--- src/gnpc_pkg.sv ---
`default_nettype none
package gnpc_pkg;

  localparam int CNT_W = 17;
  localparam int CFG_IDX_W = 2;
  localparam int CFG_DATA_W = 9;

  localparam logic [CFG_IDX_W-1:0] REG_GRID_WIDTH     = 2'd0;
  localparam logic [CFG_IDX_W-1:0] REG_GRID_HEIGHT    = 2'd1;
  localparam logic [CFG_IDX_W-1:0] REG_NEIGHBOR_LIMIT = 2'd2;

  typedef enum logic [2:0] {
    ST_LOAD,
    ST_CLEAR,
    ST_FETCH_MID,
    ST_FETCH_DN,
    ST_SCAN,
    ST_ROW_END,
    ST_ROUND_END,
    ST_RESULT
  } state_t;

  // Commands from the controller to the datapath.
  typedef struct packed {
    logic load_write;    // store the accepted cell and advance the load position
    logic clear_step;    // write the pending row buffer and advance to the next row
    logic scan_start;    // start a round at the top left cell and fetch the top row
    logic fetch_mid;     // take the fetched top row as the current row
    logic fetch_dn;      // take the fetched row below the current one
    logic scan_step;     // evaluate one cell and advance the scan position
    logic row_end;       // write back the current row and move the window down
    logic round_close;   // fold the round count into the totals
    logic finish;        // result taken: zero the load position and totals
  } dp_cmd_t;

  typedef struct packed {
    logic clear_done;    // every row of the grid has been written
    logic row_last;      // the cell under evaluation is the last of its row
    logic grid_last_row; // the current row is the last of the grid
    logic round_hit;     // the round just closed removed at least one cell
  } dp_stat_t;

endpackage
`default_nettype wire

--- src/gnpc_ctrl.sv ---
`default_nettype none
module gnpc_ctrl (
  input  wire logic              clk,
  input  wire logic              rst,
  input  wire logic              in_fire,
  input  wire logic              last_cell,
  input  wire logic              out_ready,
  input  wire gnpc_pkg::dp_stat_t stat,
  output gnpc_pkg::dp_cmd_t      cmd,
  output logic                   in_ready,
  output logic                   out_valid
);
  import gnpc_pkg::*;

  state_t state;
  state_t state_next;

  always_ff @(posedge clk) begin
    if (rst) begin
      state <= ST_LOAD;
    end else begin
      state <= state_next;
    end
  end

  always_comb begin
    state_next = state;
    case (state)
      ST_LOAD: begin
        if (in_fire && last_cell) state_next = ST_CLEAR;
      end
      ST_CLEAR: begin
        if (stat.clear_done) state_next = ST_FETCH_MID;
      end
      ST_FETCH_MID: begin
        state_next = ST_FETCH_DN;
      end
      ST_FETCH_DN: begin
        state_next = ST_SCAN;
      end
      ST_SCAN: begin
        if (stat.row_last) state_next = ST_ROW_END;
      end
      ST_ROW_END: begin
        if (stat.grid_last_row) state_next = ST_ROUND_END;
        else state_next = ST_FETCH_DN;
      end
      ST_ROUND_END: begin
        if (stat.round_hit) state_next = ST_FETCH_MID;
        else state_next = ST_RESULT;
      end
      ST_RESULT: begin
        if (out_ready) state_next = ST_LOAD;
      end
      default: state_next = ST_LOAD;
    endcase
  end

  always_comb begin
    cmd = '0;
    in_ready = 1'b0;
    out_valid = 1'b0;
    case (state)
      ST_LOAD: begin
        in_ready = 1'b1;
        cmd.load_write = in_fire;
      end
      ST_CLEAR: begin
        cmd.clear_step = !stat.clear_done;
        cmd.scan_start = stat.clear_done;
      end
      ST_FETCH_MID: begin
        cmd.fetch_mid = 1'b1;
      end
      ST_FETCH_DN: begin
        cmd.fetch_dn = 1'b1;
      end
      ST_SCAN: begin
        cmd.scan_step = 1'b1;
      end
      ST_ROW_END: begin
        cmd.row_end = 1'b1;
      end
      ST_ROUND_END: begin
        cmd.round_close = 1'b1;
        cmd.scan_start = stat.round_hit;
      end
      ST_RESULT: begin
        out_valid = 1'b1;
        cmd.finish = out_ready;
      end
      default: ;
    endcase
  end

endmodule
`default_nettype wire

--- config.mk ---
export PLATFORM = sky130hd
export DESIGN_NAME = gnpc_ctrl
export DESIGN_NICKNAME = d
export VERILOG_FILES = /design/src/gnpc_pkg.sv /design/src/gnpc_ctrl.sv
export SDC_FILE = /design/constraint.sdc
export NUM_CORES = 1
export LEC_CHECK = 0
export ABC_AREA = 1
export BUFFER_PORTS_ARGS = -buffer_cell sky130_fd_sc_hd__buf_2
export CAP_MARGIN = 20
export CORE_AREA = 2 2 39 41
export DETAILED_ROUTE_END_ITERATION = 8
export DIE_AREA = 0 0 41 43
export PLACE_DENSITY = 0.68
export SLEW_MARGIN = 20
export SYNTH_ARGS = -nofsm -noshare
export SYNTH_HDL_FRONTEND = slang
export SYNTH_SLANG_ARGS = --single-unit
export TNS_END_PERCENT = 1
--- constraint.sdc ---
create_clock -name clk -period 1.65 [get_ports clk]
set_input_delay 0.495 -clock clk [delete_from_list [all_inputs] [get_ports clk]]
set_output_delay 0.495 -clock clk [all_outputs]
set_load 0.02 [all_outputs]
==> results of run 1 <==
per-layer routing:
| metal | vias up | global-route usage | wire length [µm] |
|---|---|---|---|
| met1 | 221 | 0.141 | 436 |
| met2 | 11 | 0.241 | 571 |
| met3 | 0 | 0.0628 | 35 |
| met5 | - | 0 | 0 |
| li1 | 246 | - | - |
| met4 | 0 | 0.0200 | 0 |
cells in the mapped netlist:
| library cell | n |
|---|---|
| o21ai_2 | 1 |
| nand4_1 | 2 |
| o22ai_1 | 1 |
| nand2_1 | 13 |
| nand2_4 | 2 |
| nand3_4 | 2 |
| a21oi_2 | 1 |
| nor2_4 | 1 |
| nand2_2 | 1 |
| inv_6 | 1 |
| nand3b_1 | 1 |
| dfxtp_1 | 3 |
| nand3_2 | 2 |
| buf_6 | 1 |
| nor2_1 | 9 |
| ha_1 | 4 |
| nand3_1 | 3 |
| inv_1 | 18 |
final timing paths:
| kind | slack, ns | endpoint | cells past startpoint |
|---|---|---|---|
| setup / recovery | -0.04 | cmd[6] | 5 |
| hold / removal | 0.43 | state[2]$_SDFFE_PP0P_ | 2 |
| setup reg to reg | 0.32 | state[1]$_SDFFE_PP0P_ | 9 |
| hold reg to reg | 0.56 | state[1]$_SDFFE_PP0P_ | 2 |
kinds of logic (layout without fill, tap and decap cells):
| group | count (synthesis) | after routing | share of synthesized area |
|---|---|---|---|
| buf+inv | 20 | 45 | 0.202 |
| simple gates | 36 | 36 | 0.490 |
| fa+ha+maj | 4 | 4 | 0.115 |
| flops | 3 | 3 | 0.138 |
| compound gates | 3 | 3 | 0.0548 |
what timing repair did:
item | in CTS | in global routing
pin swaps | 2 | 5
gates resized for setup | 20 | 17
hold endpoints to repair | 0 | 0
setup buffers | 2 | 0
setup endpoints to repair | 11 | 8
power by group:
part	switching, mW	internal, mW	leakage [nW]
logic	0.387	0.333	0.355
registers	0.0613	0.109	0.0264
clock network	0.0341	0.0903	0.0150
worst max-delay path, stage by stage (launching register included):
cell	delay (ns)
dfxtp_4	0.36
inv_4	0.08
ha_4	0.14
nand2_2	0.06
o22ai_2	0.17
buf_6	0.14
layout make-up:
type | instances | area, µm²
Sequential cell | 3 | 68.8
Multi-Input combinational cell | 43 | 365
Timing Repair Buffer | 22 | 149
Fill cell | 134 | 673
Clock buffer | 4 | 26.3
Tap cell | 16 | 20.0
Inverter | 19 | 81.3
metrics by stage:
| step | setup TNS (ns) | setup slack (ns) | utilization |
|---|---|---|---|
| final | -0.0398 | -0.0398 | 0.514 |
| after global routing | -0.251 | -0.0946 | 0.514 |
| after CTS | -0.0694 | -0.0568 | 0.476 |
| after detailed placement | 0 | 0.0963 | 0.394 |
| after global placement | 0 | 0.108 | 0.394 |
| after floorplan | 0 | 0.112 | - |
==> key figures, run 1 <==
Synthesis
  • Syn Area/Cell: 6.58 µm²
  • Synth warnings: 0
  • Mapped Area: 434 µm²
  • Synth Instances: 66
  • Yosys reg bits: 3
  • Sequential share of the synthesized area: 0.138
  • Top cells by area, synth: inv_1 16%, dfxtp_1 14%, ha_1 12%, nand2_1 11%, nand3_4 8.1%
  • Netlist cell types: 18
  • Synth area leader: inv_1
  • Synth top area share: 0.156
  • Synthesized net count: 79

Clock network
  • Clock transition at path regs: 0.04 ns
  • Clock latency on the worst-skew pair: 0.23 ns
  • CTS tree: built
  • CTS Buffer Depth: 2
  • Root buf cell: clkbuf_4
  • Hold Buf Count CTS: 0
  • Clock sink count: 3
  • H-tree depth: 1
  • TritonCTS Buffers: 3

STA
  • Hold Worst Slack: 0.430 ns
  • Slew HR: 0.825
  • Period utilization: 1.02
  • Worst Max-Slew Pin Slew: 0.262 ns
  • # setup viols final: 1
  • Fin crit period: 1.69 ns
  • Fmax: 592 MHz
  • Setup WS post-layout: -0.0398 ns
  • Max-slew violations: 0
  • Fin. Hold Viols: 0
  • RSZ-0062 raised after global routing: yes
  • Clk_skew: 0.00431 ns

Cells and area
  • Largest register FFs: 3
  • Antenna diode count: 0
  • Largest registers: state: 3 flops
  • Leading cell types in the layout, fill and taps excluded: 15 x inv_1, 11 x buf_2, 10 x nand2_1, 8 x buf_4, 7 x nor2_1
  • Most common cell after layout, fill and taps aside: inv_1
  • Final instance area: 711 µm²
  • Most flop-heavy register: state
  • NumNets Final: 105
  • Layout cell share with drive strength beyond 1: 0.571
  • Fin cells: 107
  • P&R area growth vs syn: 63.7%

Worst setup path
  • Worst setup SP type: flop
  • Crit path kind: flop to output pin
  • WP data required: 1.15 ns
  • CP max FO: 3
  • Crit. End Element: output pin
  • Reg-to-Reg Start: state[1]$_SDFFE_PP0P_
  • CP Launch Point: state[0]$_SDFFE_PP0P_
  • Arrival time worst endpoint: 1.19 ns

Die
  • Initial Util: 0.314
  • Placeable Area: 0.00138 mm²
  • Area of the die: 0.00176 mm²
  • IO Pins: 20
  • FP Rows: 14
  • Die Span Y: 43 µm
  • Die width: 41 µm

Min path
  • Hold Crit Class: input pin to flop
  • Hold path start: rst

Detailed routing
  • Drt pass-1 iters: 4
  • Post-DRT Antenna Nets: 0
  • Detailed Route Iter0 Violations: 2
  • Routed wire per std cell: 9.75 µm
  • Vias per cell: 4.47
  • Remaining DRCs: 0
  • Routed via count: 478
  • WL final: 1040 µm

Place
  • Area after DPL: 546 µm²
  • Post-Place Cells: 101
  • Detailed Place HPWL: 736 µm
  • RD Place Congestion: 0.753
  • IO buf count: 19

Pwr
  • Power per cell area: 1430 mW/mm²
  • Final Total Pwr: 1.01 mW
  • Worst IR drop on VDD: 0.680 mV
  • LEAKAGE: 0.396 nW

Global route
  • Number of global-route vias before repair: 418
  • First-pass GRT wire length: 1620 µm
  • Total grt overflow: 0
  • GR Util All Layers: 0.136
  • Largest net degree at the start of global routing: 10
  • Initial antenna violation count: 0

Run
  • Max-Cap Viols: 0

Run status
  • Failing checks: setup timing
  • Run status: finished, violations left
No activity file was read; power rests on OpenSTA's default activity.
==> run 2: changes to the inputs <==
--- a/config.mk
+++ b/config.mk
@@ -11,7 +11,6 @@
 export CORE_AREA = 2 2 39 41
 export DETAILED_ROUTE_END_ITERATION = 8
 export DIE_AREA = 0 0 41 43
-export PLACE_DENSITY = 0.68
 export SLEW_MARGIN = 20
 export SYNTH_ARGS = -nofsm -noshare
 export SYNTH_HDL_FRONTEND = slang
==> key figures, run 2 (synthesis gave the netlist of run 1 again) <==
Detailed routing
  • Routed wire per std cell: 9.01 µm (-7.6%)
  • Detailed Route Iter0 Violations: 5 (+3)
  • Post-DRT Antenna Nets: 0 (unchanged)
  • Routed via count: 467 (-2.3%)
  • Remaining DRCs: 0 (unchanged)
  • WL final: 973 µm (-6.7%)
  • Drt pass-1 iters: 4 (unchanged)
  • Vias per cell: 4.32 (-3.2%)

Pwr
  • Register share of total power: 0.170 (+0.002)
  • Psw: 0.461 mW (-4.3%)
  • Power per cell area: 1380 mW/mm² (-3.1%)
  • Clock power frac: 0.136 (+0.013)
  • LEAKAGE: 0.400 nW (+0.98%)
  • Sw Ratio: 0.474 (-0.00104)
  • Comb pwr share: 0.694 (-0.016)
  • Worst IR drop on VDD: 0.567 mV (-17%)
  • Pint: 0.511 mW (-3.9%)

STA
  • Setup WS post-layout: -0.0244 ns (+0.0154 ns)
  • Worst Max-Slew Pin Slew: 0.141 ns (-0.122 ns)
  • Fin crit period: 1.67 ns (-0.0154 ns)
  • # setup viols final: 1 (unchanged)
  • Max-slew violations: 0 (unchanged)
  • Slew HR: 0.906 (+0.0811)
  • Hold Worst Slack: 0.420 ns (-0.0102 ns)
  • Fin. Hold Viols: 0 (unchanged)
  • RSZ-0062 raised after global routing: yes
  • Period utilization: 1.01 (-0.00934)
  • Final TNS setup: -0.0244 ns (+0.0154 ns)
  • Clk_skew: 0.00112 ns (-0.00319 ns)
  • Fmax: 597 MHz (+0.92%)

Clock network
  • Clock transition at path regs: 0.04 ns (about the same)
  • Hold Buf Count CTS: 0 (unchanged)
  • TritonCTS Buffers: 3 (unchanged)
  • CTS tree: built
  • Root buf cell: clkbuf_4
  • CTS Buffer Depth: 2 (unchanged)
  • H-tree depth: 1 (unchanged)
  • Clock latency on the worst-skew pair: 0.24 ns (about the same)
  • Clock sink count: 3 (unchanged)

Die
  • Die Span Y: 43 µm (unchanged)
  • Placeable Area: 0.00138 mm² (unchanged)
  • Die width: 41 µm (unchanged)
  • IO Pins: 20 (unchanged)
  • Area of the die: 0.00176 mm² (unchanged)
  • Initial Util: 0.314 (unchanged)
  • FP Rows: 14 (unchanged)

Cells and area
  • Layout cell share with drive strength beyond 1: 0.543 (-0.0280)
  • Largest registers: state: 3 flops
  • Fin cells: 108 (+0.93%)
  • Most common cell after layout, fill and taps aside: inv_1
  • P&R area growth vs syn: 62.0%
  • Largest register FFs: 3 (unchanged)
  • Antenna diode count: 0 (unchanged)
  • Leading cell types in the layout, fill and taps excluded: 15 x inv_1, 11 x nand2_1, 11 x buf_2, 9 x nor2_1, 9 x buf_4
  • Most flop-heavy register: state
  • NumNets Final: 106 (+0.95%)

Place
  • IO buf count: 19 (unchanged)
  • Detailed Place HPWL: 716 µm (-2.7%)
  • RD Place Congestion: 0.758 (+0.73%)
  • Pre-CTS WS: 0.0901 ns (-0.00620 ns)
  • Post-Place Cells: 102 (+0.99%)

Worst setup path
  • Arrival time worst endpoint: 1.18 ns (about the same)
  • WP data required: 1.15 ns (about the same)
  • CP max FO: 3 (unchanged)
  • Crit. End Element: output pin
  • Crit path kind: flop to output pin
  • Worst setup SP type: flop

Global route
  • GR Util All Layers: 0.131 (-0.00501)
  • Number of global-route vias before repair: 407 (-2.6%)
  • Total grt overflow: 0 (unchanged)
  • Largest net degree at the start of global routing: 9 (-1)
  • Initial antenna violation count: 0 (unchanged)
  • First-pass GRT wire length: 1520 µm (-6.4%)

Min path
  • Hold Crit Class: input pin to flop

Run status
  • Failing checks: setup timing
  • Run status: finished, violations left

Run
  • Max-Cap Viols: 0 (unchanged)
==> run 2: changes by cell type in the layout (fill, tap and decap cells not counted), sizes merged <==
cell  before  now
buf       22   23
==> run 2: metrics by stage <==
| stage | power, mW | cell area [µm²] | utilization |
|---|---|---|---|
| after floorplan | 0.539 | 434 | - |
| after global placement | 0.668 | 553 | 0.400 |
| after global routing | 1.07 | 703 | 0.508 |
| after CTS | 0.938 | 658 | 0.476 |
| after detailed placement | 0.671 | 553 | 0.400 |
| final | 0.973 | 703 | 0.508 |
==> run 2: power groups by stage <==
stage	combinational (mW)	clock, mW	sequential (mW)
after floorplan	0.427	0	0.112
after global placement	0.544	0	0.124
after detailed placement	0.546	0	0.124
after CTS	0.645	0.139	0.154
after global routing	0.745	0.147	0.173
final	0.675	0.132	0.165
==> run 2: final timing paths <==
check	end	start	slack (ns)	cells past startpoint
worst max register to register	state[1]$_SDFFE_PP0P_	state[0]$_SDFFE_PP0P_	0.36	9
worst min register to register	state[1]$_SDFFE_PP0P_	state[1]$_SDFFE_PP0P_	0.55	2
worst min-delay path	state[2]$_SDFFE_PP0P_	rst	0.42	2
worst max-delay path	cmd[6]	state[0]$_SDFFE_PP0P_	-0.02	5
==> run 2: routing by layer <==
layer	track usage	vias to the layer above	share of wire	routed length, µm
met4	0.0600	0	0.017	17
met5	0	-	0	0
li1	-	251	-	-
met1	0.134	201	0.41	400
met2	0.222	13	0.53	512
met3	0.0471	2	0.044	43
==> run 2: area by class of cell <==
| cell class | instances | area (µm²) |
|---|---|---|
| Tap cell | 16 | 20.0 |
| Fill cell | 154 | 681 |
| Timing Repair Buffer | 23 | 156 |
| Multi-Input combinational cell | 43 | 348 |
| Clock buffer | 4 | 26.3 |
| Inverter | 19 | 81.3 |
| Sequential cell | 3 | 71.3 |
==> run 2: what timing repair did <==
| action | 4_1_cts | 5_1_grt |
|---|---|---|
| buffers inserted | 2 | 0 |
| pin swaps | 2 | 2 |
| setup endpoints to repair | 11 | 9 |
| cloned | 0 | 0 |
| gates resized for setup | 20 | 13 |
| endpoints found under the hold margin | 0 | 0 |
==> run 2: worst max-delay path, cell delays in order (launching register included) <==
cell and delay (ns):
dfxtp_4 0.36, inv_4 0.08, ha_4 0.14, nand2_2 0.06, o22ai_2 0.15, buf_6 0.14
==> run 3: changes to the inputs <==
--- a/config.mk
+++ b/config.mk
@@ -11,6 +11,9 @@
 export CORE_AREA = 2 2 39 41
 export DETAILED_ROUTE_END_ITERATION = 8
 export DIE_AREA = 0 0 41 43
+export HOLD_SLACK_MARGIN = 0.02
+export PLACE_DENSITY = 0.64
+export REMOVE_ABC_BUFFERS = 1
 export SLEW_MARGIN = 20
 export SYNTH_ARGS = -nofsm -noshare
 export SYNTH_HDL_FRONTEND = slang
==> key figures, run 3 (synthesis gave the netlist of run 1 again) <==
Run status
  • Run status: finished, violations left
  • Failing checks: setup timing

Global route
  • Number of global-route vias before repair: 451 (+11%)
  • Largest net degree at the start of global routing: 7 (-2)
  • GR Util All Layers: 0.145 (+0.0142)
  • Total grt overflow: 0 (unchanged)
  • Initial antenna violation count: 0 (unchanged)
  • First-pass GRT wire length: 1740 µm (+14%)

Worst setup path
  • Crit path kind: flop to output pin
  • CP max FO: 4 (+1)
  • WP data required: 1.15 ns (about the same)
  • Worst path cell trace: inv_6 > ha_4 > nand2_2 > o22ai_2 > buf_6
  • Slowest CP cell: dfxtp_4
  • Largest stage delay on the critical path: 0.37 ns (about the same)
  • Crit. End Element: output pin
  • Worst setup SP type: flop
  • Arrival time worst endpoint: 1.17 ns (about the same)

Detailed routing
  • Drt pass-1 iters: 2 (-2)
  • Remaining DRCs: 0 (unchanged)
  • Vias per cell: 4.50 (+4.2%)
  • WL final: 1110 µm (+14%)
  • Post-DRT Antenna Nets: 0 (unchanged)
  • Detailed Route Iter0 Violations: 3 (-2)
  • Routed wire per std cell: 10.2 µm (+13%)
  • Routed via count: 491 (+5.1%)

STA
  • Setup WS post-layout: -0.0176 ns (+0.00677 ns)
  • Fin. Hold Viols: 0 (unchanged)
  • Slew HR: 0.910 (+0.00393)
  • Hold Worst Slack: 0.431 ns (+0.0109 ns)
  • Fmax: 600 MHz (+0.41%)
  • Max-slew violations: 0 (unchanged)
  • # setup viols final: 1 (unchanged)
  • Fin crit period: 1.67 ns (-0.00677 ns)
  • Period utilization: 1.01 (-0.00410)
  • Clk_skew: 0.00522 ns (+0.00410 ns)
  • Worst Max-Slew Pin Slew: 0.135 ns (-0.00630 ns)
  • RSZ-0062 raised after global routing: yes

Cells and area
  • Layout cell share with drive strength beyond 1: 0.559 (+0.0157)
  • Most common cell after layout, fill and taps aside: inv_1
  • Area of the multi-input gates: 355 µm² (+2.2%)
  • Sequential Area: 71.3 µm² (unchanged)
  • NumNets Final: 107 (+0.94%)
  • P&R area growth vs syn: 63.4%
  • Antenna diode count: 0 (unchanged)
  • Most flop-heavy register: state
  • Leading cell types in the layout, fill and taps excluded: 15 x inv_1, 14 x buf_2, 10 x nand2_1, 9 x nor2_1, 8 x buf_4
  • Finished Core Util: 0.513 (+0.00452)
  • Fillcell total: 150 (-2.6%)
  • Largest registers: state: 3 flops
  • Largest register FFs: 3 (unchanged)

Clock network
  • CTS tree: built
  • Clock transition at path regs: 0.04 ns (about the same)
  • Clock sink count: 3 (unchanged)
  • CTS Buffer Depth: 2 (unchanged)
  • Root buf cell: clkbuf_4
  • Clock latency on the worst-skew pair: 0.24 ns (about the same)
  • TritonCTS Buffers: 3 (unchanged)
  • H-tree depth: 1 (unchanged)

Place
  • RD Place Congestion: 0.708 (-6.6%)
  • IO buf count: 19 (unchanged)
  • Detailed Place HPWL: 797 µm (+11%)

Die
  • Area of the die: 0.00176 mm² (unchanged)
  • Die width: 41 µm (unchanged)
  • FP Rows: 14 (unchanged)
  • Die Span Y: 43 µm (unchanged)
  • IO Pins: 20 (unchanged)
  • Placeable Area: 0.00138 mm² (unchanged)
  • Initial Util: 0.314 (unchanged)

Pwr
  • Power per cell area: 1430 mW/mm² (+3.7%)
  • Worst IR drop on VDD: 0.766 mV (+35%)
  • LEAKAGE: 0.412 nW (+2.8%)
  • Final Total Pwr: 1.02 mW (+4.6%)

Min path
  • Hold Crit Class: input pin to flop

Run
  • Max-Cap Viols: 0 (unchanged)
[run 3: cell types whose count changed in the layout (fill, tap and decap cells not counted), sizes merged]
cell | before | now
buf | 23 | 24
[run 3: path summary, 6_finish.rpt]
kind              cells past startpoint                    end                   from  slack (ns)
hold reg to reg                       2  state[1]$_SDFFE_PP0P_  state[1]$_SDFFE_PP0P_        0.56
setup / recovery                      5                 cmd[6]  state[0]$_SDFFE_PP0P_       -0.02
hold / removal                        2  state[2]$_SDFFE_PP0P_                    rst        0.43
setup reg to reg                      9  state[1]$_SDFFE_PP0P_  state[1]$_SDFFE_PP0P_        0.32
[run 3: final cells by class]
type | instances | area share
Clock buffer | 4 | 0.0370
Tap cell | 16 | 0.0282
Sequential cell | 3 | 0.101
Timing Repair Buffer | 24 | 0.215
Multi-Input combinational cell | 43 | 0.501
Inverter | 19 | 0.118
[run 3: timing repair]
item,4_1_cts,5_1_grt
setup endpoints to repair,11,8
setup buffers,1,2
resized for setup,18,14
pin swaps,2,4
hold buffers,0,0
cloned,0,0
[run 3: worst max-delay path: cells and delay by family, from the launching register on]
family	cells	cell delay, ns
AO/OA/AOI/OAI	1	0.15
adder cells (fa/ha/maj)	1	0.15
flip-flops	1	0.37
AND/OR/NAND/NOR	1	0.06
buffers and inverters	2	0.21
[run 3: power breakdown]
group          internal, mW  switching (mW)  total [mW]
Combinational         0.327           0.391       0.718
Clock                0.0908          0.0408       0.132
Sequential            0.109          0.0582       0.167
[run 3: per-layer routing]
| layer | up-vias | share of wire | wire length (µm) | global-route usage |
|---|---|---|---|---|
| met5 | - | 0 | 0 | 0 |
| met4 | 0 | 0.023 | 25 | 0.0933 |
| met3 | 4 | 0.056 | 62 | 0.0419 |
| met2 | 15 | 0.58 | 639 | 0.241 |
| met1 | 217 | 0.34 | 383 | 0.147 |
| li1 | 255 | - | - | - |
[run 3: stage by stage]
step / instance area, µm² / instances / worst slack, ns / setup TNS [ns]
2_1_floorplan: 423 / 65 / 0.0928 / 0
3_3_place_gp: 553 / 102 / 0.122 / 0
3_5_place_dp: 553 / 102 / 0.0908 / 0
4_1_cts: 646 / 107 / -0.0633 / -0.0923
5_1_grt: 709 / 109 / -0.0742 / -0.130
6_report: 709 / 109 / -0.0176 / -0.0176
